--- config.mk ---
export PLATFORM = sky130hd
export DESIGN_NAME = axis_endpoint_calibration
export DESIGN_NICKNAME = d
export VERILOG_FILES = /design/src/rtl/axcal_pkg.sv /design/src/rtl/axis_endpoint_calibration.sv
export VERILOG_INCLUDE_DIRS = /design/src /design/src/rtl
export SDC_FILE = /design/constraint.sdc
export NUM_CORES = 2
export LEC_CHECK = 0
export BUFFER_PORTS_ARGS = -buffer_cell sky130_fd_sc_hd__buf_2
export CORE_AREA = 2 2 267 242
export CTS_BUF_LIST = sky130_fd_sc_hd__clkbuf_4 sky130_fd_sc_hd__clkbuf_8
export CTS_CLUSTER_DIAMETER = 120
export DETAILED_ROUTE_END_ITERATION = 7
export DIE_AREA = 0 0 269 244
export GPL_TIMING_DRIVEN = 0
export HOLD_SLACK_MARGIN = 0.06
export PLACE_DENSITY = 0.75
export SLEW_MARGIN = 30
export SYNTH_ARGS = -nofsm -noshare
export SYNTH_HDL_FRONTEND = slang
export SYNTH_SLANG_ARGS = --single-unit
--- constraint.sdc ---
create_clock -name i_clk -period 12.85 [get_ports i_clk]
set_input_delay 1.285 -clock i_clk [delete_from_list [all_inputs] [get_ports i_clk]]
set_output_delay 1.285 -clock i_clk [all_outputs]
set_load 0.05 [all_outputs]
--- src/rtl/axis_endpoint_calibration_assert.svh ---
// Assertion macros shared by the calibration RTL.
`ifndef AXIS_ENDPOINT_CALIBRATION_ASSERT_SVH
`define AXIS_ENDPOINT_CALIBRATION_ASSERT_SVH

// Same-cycle implication, disabled while reset is low.
`define AXCAL_ASSERT_IMP(label, clk, rst_n, ante, cons) \
    label: assert property (@(posedge clk) disable iff (!(rst_n)) (ante) |-> (cons)) \
        else $error("axcal assertion failed");

// Next-cycle implication, disabled while reset is low.
`define AXCAL_ASSERT_NXT(label, clk, rst_n, ante, cons) \
    label: assert property (@(posedge clk) disable iff (!(rst_n)) (ante) |=> (cons)) \
        else $error("axcal assertion failed");

`endif

--- src/rtl/axcal_pkg.sv ---
// Types, constants and divider step function for the axis calibration pipeline.
`default_nettype none

package axcal_pkg;

    localparam int unsigned WORD_W         = 16;
    localparam int unsigned CFG_IDX_W      = 3;
    localparam int unsigned DIV_STAGES     = 4;
    localparam int unsigned BITS_PER_STAGE = WORD_W / DIV_STAGES;

    localparam logic [15:0] FULL_SCALE_U = 16'd65535;
    localparam logic [15:0] NEG_SPAN     = 16'd32768;
    localparam logic [15:0] POS_SPAN     = 16'd32767;

    localparam logic [15:0] RST_MINIMUM = 16'd0;
    localparam logic [15:0] RST_CENTER  = 16'd32768;
    localparam logic [15:0] RST_MAXIMUM = 16'd65535;

    typedef enum logic [CFG_IDX_W-1:0] {
        CFG_AXIS_BIPOLAR       = 3'd0,
        CFG_RANGE_MINIMUM      = 3'd1,
        CFG_RANGE_CENTER       = 3'd2,
        CFG_RANGE_MAXIMUM      = 3'd3,
        CFG_DIRECTION_INVERTED = 3'd4
    } t_cfg_reg;

    typedef enum logic [1:0] {
        KS_FULL = 2'd0,
        KS_NEG  = 2'd1,
        KS_POS  = 2'd2
    } t_kscale;

    typedef struct packed {
        logic invalid;
        logic bipolar;
        logic neg;
        logic inv;
    } t_ctl;

    typedef struct packed {
        logic [15:0] diff;
        logic [15:0] dvs;
        t_kscale     ksel;
        t_ctl        ctl;
    } t_s1;

    // Restoring divider state: sh shifts dividend bits out and quotient bits in.
    typedef struct packed {
        logic [15:0] rem;
        logic [15:0] sh;
        logic [15:0] dvs;
        t_ctl        ctl;
    } t_div;

    function automatic logic [15:0] kscale_value(t_kscale k);
        logic [15:0] v;
        case (k)
            KS_FULL: v = FULL_SCALE_U;
            KS_NEG:  v = NEG_SPAN;
            KS_POS:  v = POS_SPAN;
            default: v = FULL_SCALE_U;
        endcase
        return v;
    endfunction

    function automatic t_div div_step(t_div a);
        logic [16:0] t;
        t_div        r;
        r = a;
        t = {a.rem, a.sh[15]};
        if (t >= {1'b0, a.dvs}) begin
            r.rem = 16'(t - {1'b0, a.dvs});
            r.sh  = {a.sh[14:0], 1'b1};
        end else begin
            r.rem = t[15:0];
            r.sh  = {a.sh[14:0], 1'b0};
        end
        return r;
    endfunction

endpackage

`default_nettype wire

--- src/rtl/axis_endpoint_calibration.sv ---
// Axis calibration: one raw sample in, one item out; a new sample is taken every
// cycle unless stalled. Stage one clamps the sample and picks the span and
// divisor, stage two multiplies by the scale constant, four stages run the
// 16-bit restoring division at four quotient bits each, and the last stage
// applies inversion, sign and the invalid-endpoint flag. A stall at the output
// fills empty stages first; the input stalls only once all seven stages hold an
// item. Configuration uses a plain write port (index 0..4, indices above are
// ignored); the user must write it only while no item is in flight (not checked).
`default_nettype none

module axis_endpoint_calibration (
    input  wire logic        i_clk,
    input  wire logic        i_rst_n,
    input  wire logic        i_cfg_we,
    input  wire logic [2:0]  i_cfg_index,
    input  wire logic [15:0] i_cfg_data,
    input  wire logic        i_valid,
    output logic             o_stall,
    input  wire logic [15:0] i_raw_sample,
    output logic             o_valid,
    input  wire logic        i_stall,
    output logic [15:0]      o_calibrated_word,
    output logic             o_endpoints_invalid
);

    `include "axis_endpoint_calibration_assert.svh"

    localparam int unsigned NDIV = axcal_pkg::DIV_STAGES;

    // configuration registers
    logic        r_bipolar;
    logic [15:0] r_minimum;
    logic [15:0] r_center;
    logic [15:0] r_maximum;
    logic        r_inverted;

    // pipeline
    logic              r_s1_vld;
    axcal_pkg::t_s1    r_s1;
    axcal_pkg::t_s1    n_s1;
    logic              r_dv_vld [0:NDIV];
    axcal_pkg::t_div   r_dv     [0:NDIV];
    axcal_pkg::t_div   n_dv     [0:NDIV];
    logic              r_out_vld;
    logic [15:0]       r_word;
    logic              r_flag;
    logic [15:0]       n_word;

    logic              rdy_s1;
    logic              rdy_dv   [0:NDIV];
    logic              rdy_out;

    always_ff @(posedge i_clk) begin
        if (!i_rst_n) begin
            r_bipolar  <= 1'b0;
            r_minimum  <= axcal_pkg::RST_MINIMUM;
            r_center   <= axcal_pkg::RST_CENTER;
            r_maximum  <= axcal_pkg::RST_MAXIMUM;
            r_inverted <= 1'b0;
        end else if (i_cfg_we) begin
            unique case (axcal_pkg::t_cfg_reg'(i_cfg_index))
                axcal_pkg::CFG_AXIS_BIPOLAR:       r_bipolar  <= i_cfg_data[0];
                axcal_pkg::CFG_RANGE_MINIMUM:      r_minimum  <= i_cfg_data;
                axcal_pkg::CFG_RANGE_CENTER:       r_center   <= i_cfg_data;
                axcal_pkg::CFG_RANGE_MAXIMUM:      r_maximum  <= i_cfg_data;
                axcal_pkg::CFG_DIRECTION_INVERTED: r_inverted <= i_cfg_data[0];
                default: ;
            endcase
        end
    end

    // ready chain: a stage loads when it is empty or its successor moves
    always_comb begin
        rdy_out = !r_out_vld || !i_stall;
        rdy_dv[NDIV] = !r_dv_vld[NDIV] || rdy_out;
        for (int k = NDIV - 1; k >= 0; k--) begin
            rdy_dv[k] = !r_dv_vld[k] || rdy_dv[k+1];
        end
        rdy_s1 = !r_s1_vld || rdy_dv[0];
    end

    assign o_stall = !rdy_s1;

    // stage one: clamp, endpoint check, numerator difference and divisor
    always_comb begin
        logic [15:0] c;
        logic        bad;
        if (i_raw_sample < r_minimum) begin
            c = r_minimum;
        end else if (i_raw_sample > r_maximum) begin
            c = r_maximum;
        end else begin
            c = i_raw_sample;
        end
        bad = r_bipolar ? ((r_minimum >= r_center) || (r_center >= r_maximum))
                        : (r_minimum >= r_maximum);
        n_s1.ctl.invalid = bad;
        n_s1.ctl.bipolar = r_bipolar;
        n_s1.ctl.inv     = r_inverted;
        n_s1.ctl.neg     = 1'b0;
        if (!r_bipolar) begin
            n_s1.diff = c - r_minimum;
            n_s1.dvs  = r_maximum - r_minimum;
            n_s1.ksel = axcal_pkg::KS_FULL;
        end else if (c < r_center) begin
            n_s1.ctl.neg = 1'b1;
            n_s1.diff    = r_center - c;
            n_s1.dvs     = r_center - r_minimum;
            n_s1.ksel    = axcal_pkg::KS_NEG;
        end else begin
            n_s1.diff = c - r_center;
            n_s1.dvs  = r_maximum - r_center;
            n_s1.ksel = axcal_pkg::KS_POS;
        end
        // keep the divider well defined when the endpoints are unusable
        if (bad) begin
            n_s1.diff = '0;
            n_s1.dvs  = 16'd1;
        end
    end

    // stage two: scale multiply; quotient fits 16 bits since diff <= divisor
    always_comb begin
        logic [31:0] prod;
        prod = 32'(r_s1.diff) * 32'(axcal_pkg::kscale_value(r_s1.ksel));
        n_dv[0].rem = prod[31:16];
        n_dv[0].sh  = prod[15:0];
        n_dv[0].dvs = r_s1.dvs;
        n_dv[0].ctl = r_s1.ctl;
    end

    // division stages
    for (genvar k = 1; k <= NDIV; k++) begin : g_div
        always_comb begin
            axcal_pkg::t_div a;
            a = r_dv[k-1];
            for (int b = 0; b < axcal_pkg::BITS_PER_STAGE; b++) begin
                a = axcal_pkg::div_step(a);
            end
            n_dv[k] = a;
        end
    end

    // final stage: inversion and sign
    always_comb begin
        logic [15:0]     q;
        logic            neg;
        axcal_pkg::t_ctl ctl;
        q   = r_dv[NDIV].sh;
        ctl = r_dv[NDIV].ctl;
        neg = ctl.neg ^ ctl.inv;
        if (ctl.invalid) begin
            n_word = '0;
        end else if (!ctl.bipolar) begin
            n_word = ctl.inv ? (axcal_pkg::FULL_SCALE_U - q) : q;
        end else begin
            // inverted full negative span saturates to the positive limit
            if (ctl.inv && !neg && (q == axcal_pkg::NEG_SPAN)) begin
                q = axcal_pkg::POS_SPAN;
            end
            n_word = neg ? (~q + 16'd1) : q;
        end
    end

    always_ff @(posedge i_clk) begin
        if (!i_rst_n) begin
            r_s1_vld  <= 1'b0;
            r_out_vld <= 1'b0;
            for (int k = 0; k <= NDIV; k++) begin
                r_dv_vld[k] <= 1'b0;
            end
        end else begin
            if (rdy_s1) begin
                r_s1_vld <= i_valid;
            end
            if (rdy_dv[0]) begin
                r_dv_vld[0] <= r_s1_vld;
            end
            for (int k = 1; k <= NDIV; k++) begin
                if (rdy_dv[k]) begin
                    r_dv_vld[k] <= r_dv_vld[k-1];
                end
            end
            if (rdy_out) begin
                r_out_vld <= r_dv_vld[NDIV];
            end
        end
    end

    always_ff @(posedge i_clk) begin
        if (rdy_s1) begin
            r_s1 <= n_s1;
        end
        for (int k = 0; k <= NDIV; k++) begin
            if (rdy_dv[k]) begin
                r_dv[k] <= n_dv[k];
            end
        end
        if (rdy_out) begin
            r_word <= n_word;
            r_flag <= r_dv[NDIV].ctl.invalid;
        end
    end

    assign o_valid             = r_out_vld;
    assign o_calibrated_word   = r_word;
    assign o_endpoints_invalid = r_flag;

    // the input stalls only when every stage holds an item
    `AXCAL_ASSERT_IMP(a_stall_full, i_clk, i_rst_n, o_stall, r_s1_vld && r_dv_vld[0] && r_dv_vld[1] && r_dv_vld[2] && r_dv_vld[3] && r_dv_vld[4] && r_out_vld)
    `AXCAL_ASSERT_NXT(a_accept_s1, i_clk, i_rst_n, i_valid && !o_stall, r_s1_vld)
    `AXCAL_ASSERT_IMP(a_flag_zero, i_clk, i_rst_n, o_valid && o_endpoints_invalid, o_calibrated_word == 16'd0)

    for (genvar k = 0; k <= NDIV; k++) begin : g_chk
        `AXCAL_ASSERT_IMP(a_rem_lt_dvs, i_clk, i_rst_n, r_dv_vld[k], r_dv[k].rem < r_dv[k].dvs)
    end

endmodule

`default_nettype wire
=== After elaboration in Yosys (flattened, before gate mapping) ===
Memory sizes are Yosys's and may differ from the RTL's.
Cells that the tools add are included.

* Reductions and logical operators: 26
* Equal/unequal tests: 7
* Multipliers: 1
* Magnitude comparators: 22
* Add/sub/neg operators: 24
* Mux-type cells: 55
* Shifts and indexed selects: 0
* Divide/modulo/power cells: 0
* Bitwise operators: 7

{| class="wikitable"
|+ Operator list
! kind !! number
|-
| 32-bit 2-to-1 mux || 16
|-
| 16-bit subtractor || 22
|-
| 17-bit by 16-bit greater-or-equal comparator with 1-bit output || 16
|-
| 16-bit 2-to-1 mux || 8
|-
| 34-bit 2-to-1 mux || 2
|-
| 16-bit greater-or-equal comparator || 3
|-
| 16-bit less-than comparator || 2
|-
| 16-bit by 16-bit multiplier with 32-bit output || 1
|-
| 16-bit case mux with 2 select lines || 1
|-
| 1-bit 2-to-1 mux || 28
|-
| 16-bit by 1-bit adder with 16-bit output, second input constant || 1
|-
| 16-bit == test, second input constant || 1
|-
| 16-bit > comparator || 1
|-
| 16-bit inverter || 1
|-
| 16-bit subtractor, first input constant || 1
|-
| 1-bit logical NOT || 10
|-
| 2-bit AND reduction || 5
|-
| 1-bit logical OR || 8
|-
| 3-bit by 2-bit == test with 1-bit output, second input constant || 2
|-
| 1-bit OR || 5
|-
| 3-bit by 1-bit == test with 1-bit output, second input constant || 1
|-
| 3-bit == test, second input constant || 1
|-
| 3-bit logical NOT || 1
|-
| 2-bit by 1-bit == test with 1-bit output, second input constant || 1
|-
| 3 further kinds || 4
|}

* Bits in latches: 0
* Flip-flop bits (word level): 107
* Memories: 2
* Memory bits (writable): 265
* Bits of input ports: 40
* Logic and storage cells: 160
* Bits in read-only memories: 0

{| class="wikitable"
|+ Memories
! name !! words !! bits a word !! rd ports !! clocked after Yosys merged registers in !! write ports !! RTL line !! RTL
|-
| r_dv || 5 || 52 || 5 || 0 || 5 || axis_endpoint_calibration.sv:42 || <nowiki>axcal_pkg::t_div r_dv [0:NDIV];</nowiki>
|-
| r_dv_vld || 5 || 1 || 5 || 0 || 5 || axis_endpoint_calibration.sv:41 || <nowiki>logic r_dv_vld [0:NDIV];</nowiki>
|}

=== Logic depth before layout (Yosys ltp) ===
* Word-level depth: 11
* Mapped depth: 51
* Mapped depth without buffers: 48

=== Least setup slack after synthesis ===
No wires, ideal clock.

* Path kind: register to register
* Start point: mem r_dv[0][57] in the netlist's numbering
* End point: mem r_dv[0][147] in the netlist's numbering (data pin)
* Period minus slack after synthesis: 10196 ps
* Arrival: 9936 ps
* Slack: 2654 ps
* Required time: 12590 ps
* Cell stages (with the launch flop): 46
* Cell sequence: edfxtp_1 -> inv_1 -> ha_1 -> nor2b_1 -> o31ai_1 -> a21oi_1 -> a211o_1 -> o31ai_4 -> clkbuf_1 -> buf_2 -> nor2_1 -> a21oi_1 -> inv_1 -> ha_1 -> nand2b_1 -> a21oi_1 -> a211oi_2 -> a21oi_1 -> [10 not listed] -> o21ai_0 -> a22o_1 -> a211o_1 -> a31oi_4 -> mux2i_1 -> ha_1 -> nor2b_1 -> o21ai_0 -> a21boi_0 -> o21ai_0 -> o21ai_0 -> a21o_1 -> nor3_1 -> o31ai_1 -> a21oi_1 -> nand3_2 -> buf_2 -> mux2_2

{| class="wikitable"
|+ RTL lines
! item !! RTL line
|-
| start: declaration || axis_endpoint_calibration.sv:42
|}

==> metrics.txt <==
Post-Route WL a little over 100000 um; overall die width 269 um; min-delay worst type flop to flop; CTS tree done; via count 30500; crit path max-delay cell type edfxtp_1; clock tree root buffer cell clkbuf_8; initial antenna violation count 3; crit path DAT 12.42 ns; Yosys cell types 86; share of post-route cells with drive strength above 1 0.0869; number of global-route vias before repair 28800; CTS Hold Bufs 0; fin nets 4819; sequential share of the synthesized area 0.262; cells after synthesis ~4000; top-count cell post-synth ha_1; Clock Latency Late Sink 0.69 ns; top-area cell type share of the netlist area 0.234; core outline area 0.0626 sq mm; count of pins over their slew limit 0; Slew Limit Headroom 0.388; Max stage delay on crit path roughly 0.55 ns; critical path fanouts, max 10; fin crit period 12.00 ns; Worst setup EP type flop; Syn Nets 4695; WL per Instance 20.1 um; IO Port Bufs 57; GP Congestion 0.983; die area 0.0656 sq mm; status finished, final reports clean; initial core utilization 0.588; ANT nets after route 0; crit path kind flop to flop; Fmax 83.4 MHz; Area Growth Syn to Fin 7.59%; Hold Violations, Final 0; Main synth FF type edfxtp_1; YS warnings 0; CTS Buf Count 56; RSZ-0062 raised after global routing no; first-pass GRT wire length 157000 um; final count of negative-setup-slack endpoints 0; total global routing overflow 0; synth cell count leaders 476 x ha_1, 387 x inv_1, 345 x a21oi_1; Critical Path RT about 13 ns; DRC 0; Final HPWL DP 82700 um; H-tree Lvls 2; Site Rows 87; ys async rst share 0; IO Count 59; Post-synth EDFFs 287; Die H 244 um; Sink Count 339; All-Layer GR Usage 0.306; Via density 6.07; CP bufs+invs 8; largest net degree at the start of global routing 53; cell area after synthesis 0.0368 sq mm; clock buffer depth 3; Mean Syn Cell Area between 9 and 10 sq um; Iteration-0 DRC Markers 2740; Clock Skew 0.0261 ns; area leader, netlist edfxtp_1; Area contributors post-synth edfxtp_1 23%, ha_1 16%, fa_1 9.5%; fin crit share 0.934; Seq cells post-synth 339; Pre-Repair DR Iteration Count 6; Worst-path clk slew 0.07 ns; fillers between 5000 and 6000; worst-margin pin slew 0.913 ns; Setup crit start kind flop; crit-path leading delay family compound AO/OA/AOI/OAI gates; maxcap violations 0; setup TNS 0 ns
==> layer usage <==
| layer | part of all wire | global-route usage | routed length, um |
|---|---|---|---|
| met1 | 0.44 | 0.423 | 44200 |
| met2 | 0.45 | 0.486 | 45900 |
| met3 | 0.076 | 0.0516 | 7720 |
| met4 | 0.033 | 0.105 | 3310 |
| met5 | 0 | 0 | 0 |
==> metrics by stage <==
| stage | area, sq um | worst slack [ns] | cells | utilization | hold WS (ns) |
|---|---|---|---|---|---|
| 4_1_cts | 39500 | 0.0328 | 5018 | 0.632 | 0.415 |
| 3_5_place_dp | 38300 | 0.123 | 4914 | 0.612 | 0.405 |
| 3_3_place_gp | 38200 | 0.247 | 4907 | 0.610 | 0.400 |
| 5_1_grt | 39600 | 0.00187 | 5021 | 0.633 | 0.417 |
| 2_1_floorplan | 36800 | 2.65 | 4005 | - | 0.400 |
| 6_report | 39600 | 0.854 | 5022 | 0.633 | 0.408 |
==> flip-flops by register name, indices dropped and copies added, names as in the netlist <==
register / cells
r_center: 16
o_valid: 1
r_dv_vld: 5
r_s1: 18
r_s1_vld: 1
o_calibrated_word: 16
r_dv: 228
r_bipolar: 1
r_inverted: 1
r_maximum: 16
n_dv: 19
o_endpoints_invalid: 1
r_minimum: 16
==> cells in the final DEF (no fill, tap or decap), types with 14 or more instances in the layout <==
master,instances
o211ai_1,30
o21ai_0,212
edfxtp_1,287
or3_1,20
nor3_1,63
o31ai_1,22
a21oi_1,343
fa_1,174
xor2_1,90
inv_1,385
or2_2,14
mux2_2,125
nor2_1,261
nand4_1,54
o21a_1,54
nor2b_1,63
a21boi_0,51
nor4_1,18
nand3_1,50
xnor2_1,172
clkbuf_1,73
dfxtp_1,52
a211oi_1,31
a21o_1,138
and3_1,28
nand2_1,331
and2_1,18
ha_1,476
nand2b_1,61
buf_2,64
o21bai_1,35
clkbuf_8,58
a211o_1,18
a31oi_1,33
mux2i_1,32
==> final timing paths <==
| kind | from | to | cells past startpoint | slack (ns) |
|---|---|---|---|---|
| setup / recovery | r_dv[0][5]$_DFFE_PP_ | r_dv[0][99]$_DFFE_PP_ | 44 | 0.85 |
| hold / removal | r_dv[0][180]$_DFFE_PP_ | r_dv[0][236]$_DFFE_PP_ | 0 | 0.41 |
| hold reg to reg | r_dv[0][180]$_DFFE_PP_ | r_dv[0][236]$_DFFE_PP_ | 0 | 0.41 |
| setup reg to reg | r_dv[0][5]$_DFFE_PP_ | r_dv[0][99]$_DFFE_PP_ | 44 | 0.85 |
==> worst register-to-register path, delay by kind of cell, from the launching register on <==
kind	cells	cell delay, ns
AO/OA/AOI/OAI	22	5.76
adder cells (fa/ha/maj)	4	1.26
buffers and inverters	8	2.00
flip-flops	1	0.55
multiplexers	2	0.77
AND/OR/NAND/NOR	8	1.43
==> repair_timing <==
| item | CTS | global route |
|---|---|---|
| setup buffers | 0 | 2 |
| setup endpoints to repair | 0 | 52 |
| gates resized for setup | 0 | 24 |
| endpoints found under the hold margin | 0 | 0 |
==> logic make-up (layout without fill, tap and decap cells) <==
logic type | after synthesis | in the layout | share of synthesized area
flops | 339 | 339 | 0.262
simple gates | 1019 | 1019 | 0.131
buf+inv | 485 | 655 | 0.0499
xor+xnor | 262 | 262 | 0.0623
fa+ha+maj | 650 | 650 | 0.256
compound gates | 1082 | 1082 | 0.187
mux | 168 | 168 | 0.0511
other cells | 0 | 2 | 0
==> cell type report <==
cell class / instances / area [sq um] / area share
multi-input cells: 3181 / 25400 / 0.641
flip-flops and latches: 339 / 9660 / 0.244
inverters: 391 / 1470 / 0.0372
well taps: 845 / 1060 / 0.0267
clock buffers: 71 / 896 / 0.0226
repair buffers: 66 / 425 / 0.0107
plain buffers: 94 / 377 / 0.00951
clock inverters: 33 / 322 / 0.00812
diodes: 2 / 5.00 / 0.000126
Power is not shown: default switching activity piles up to over one toggle a cycle in this logic, so the estimate is an artifact.
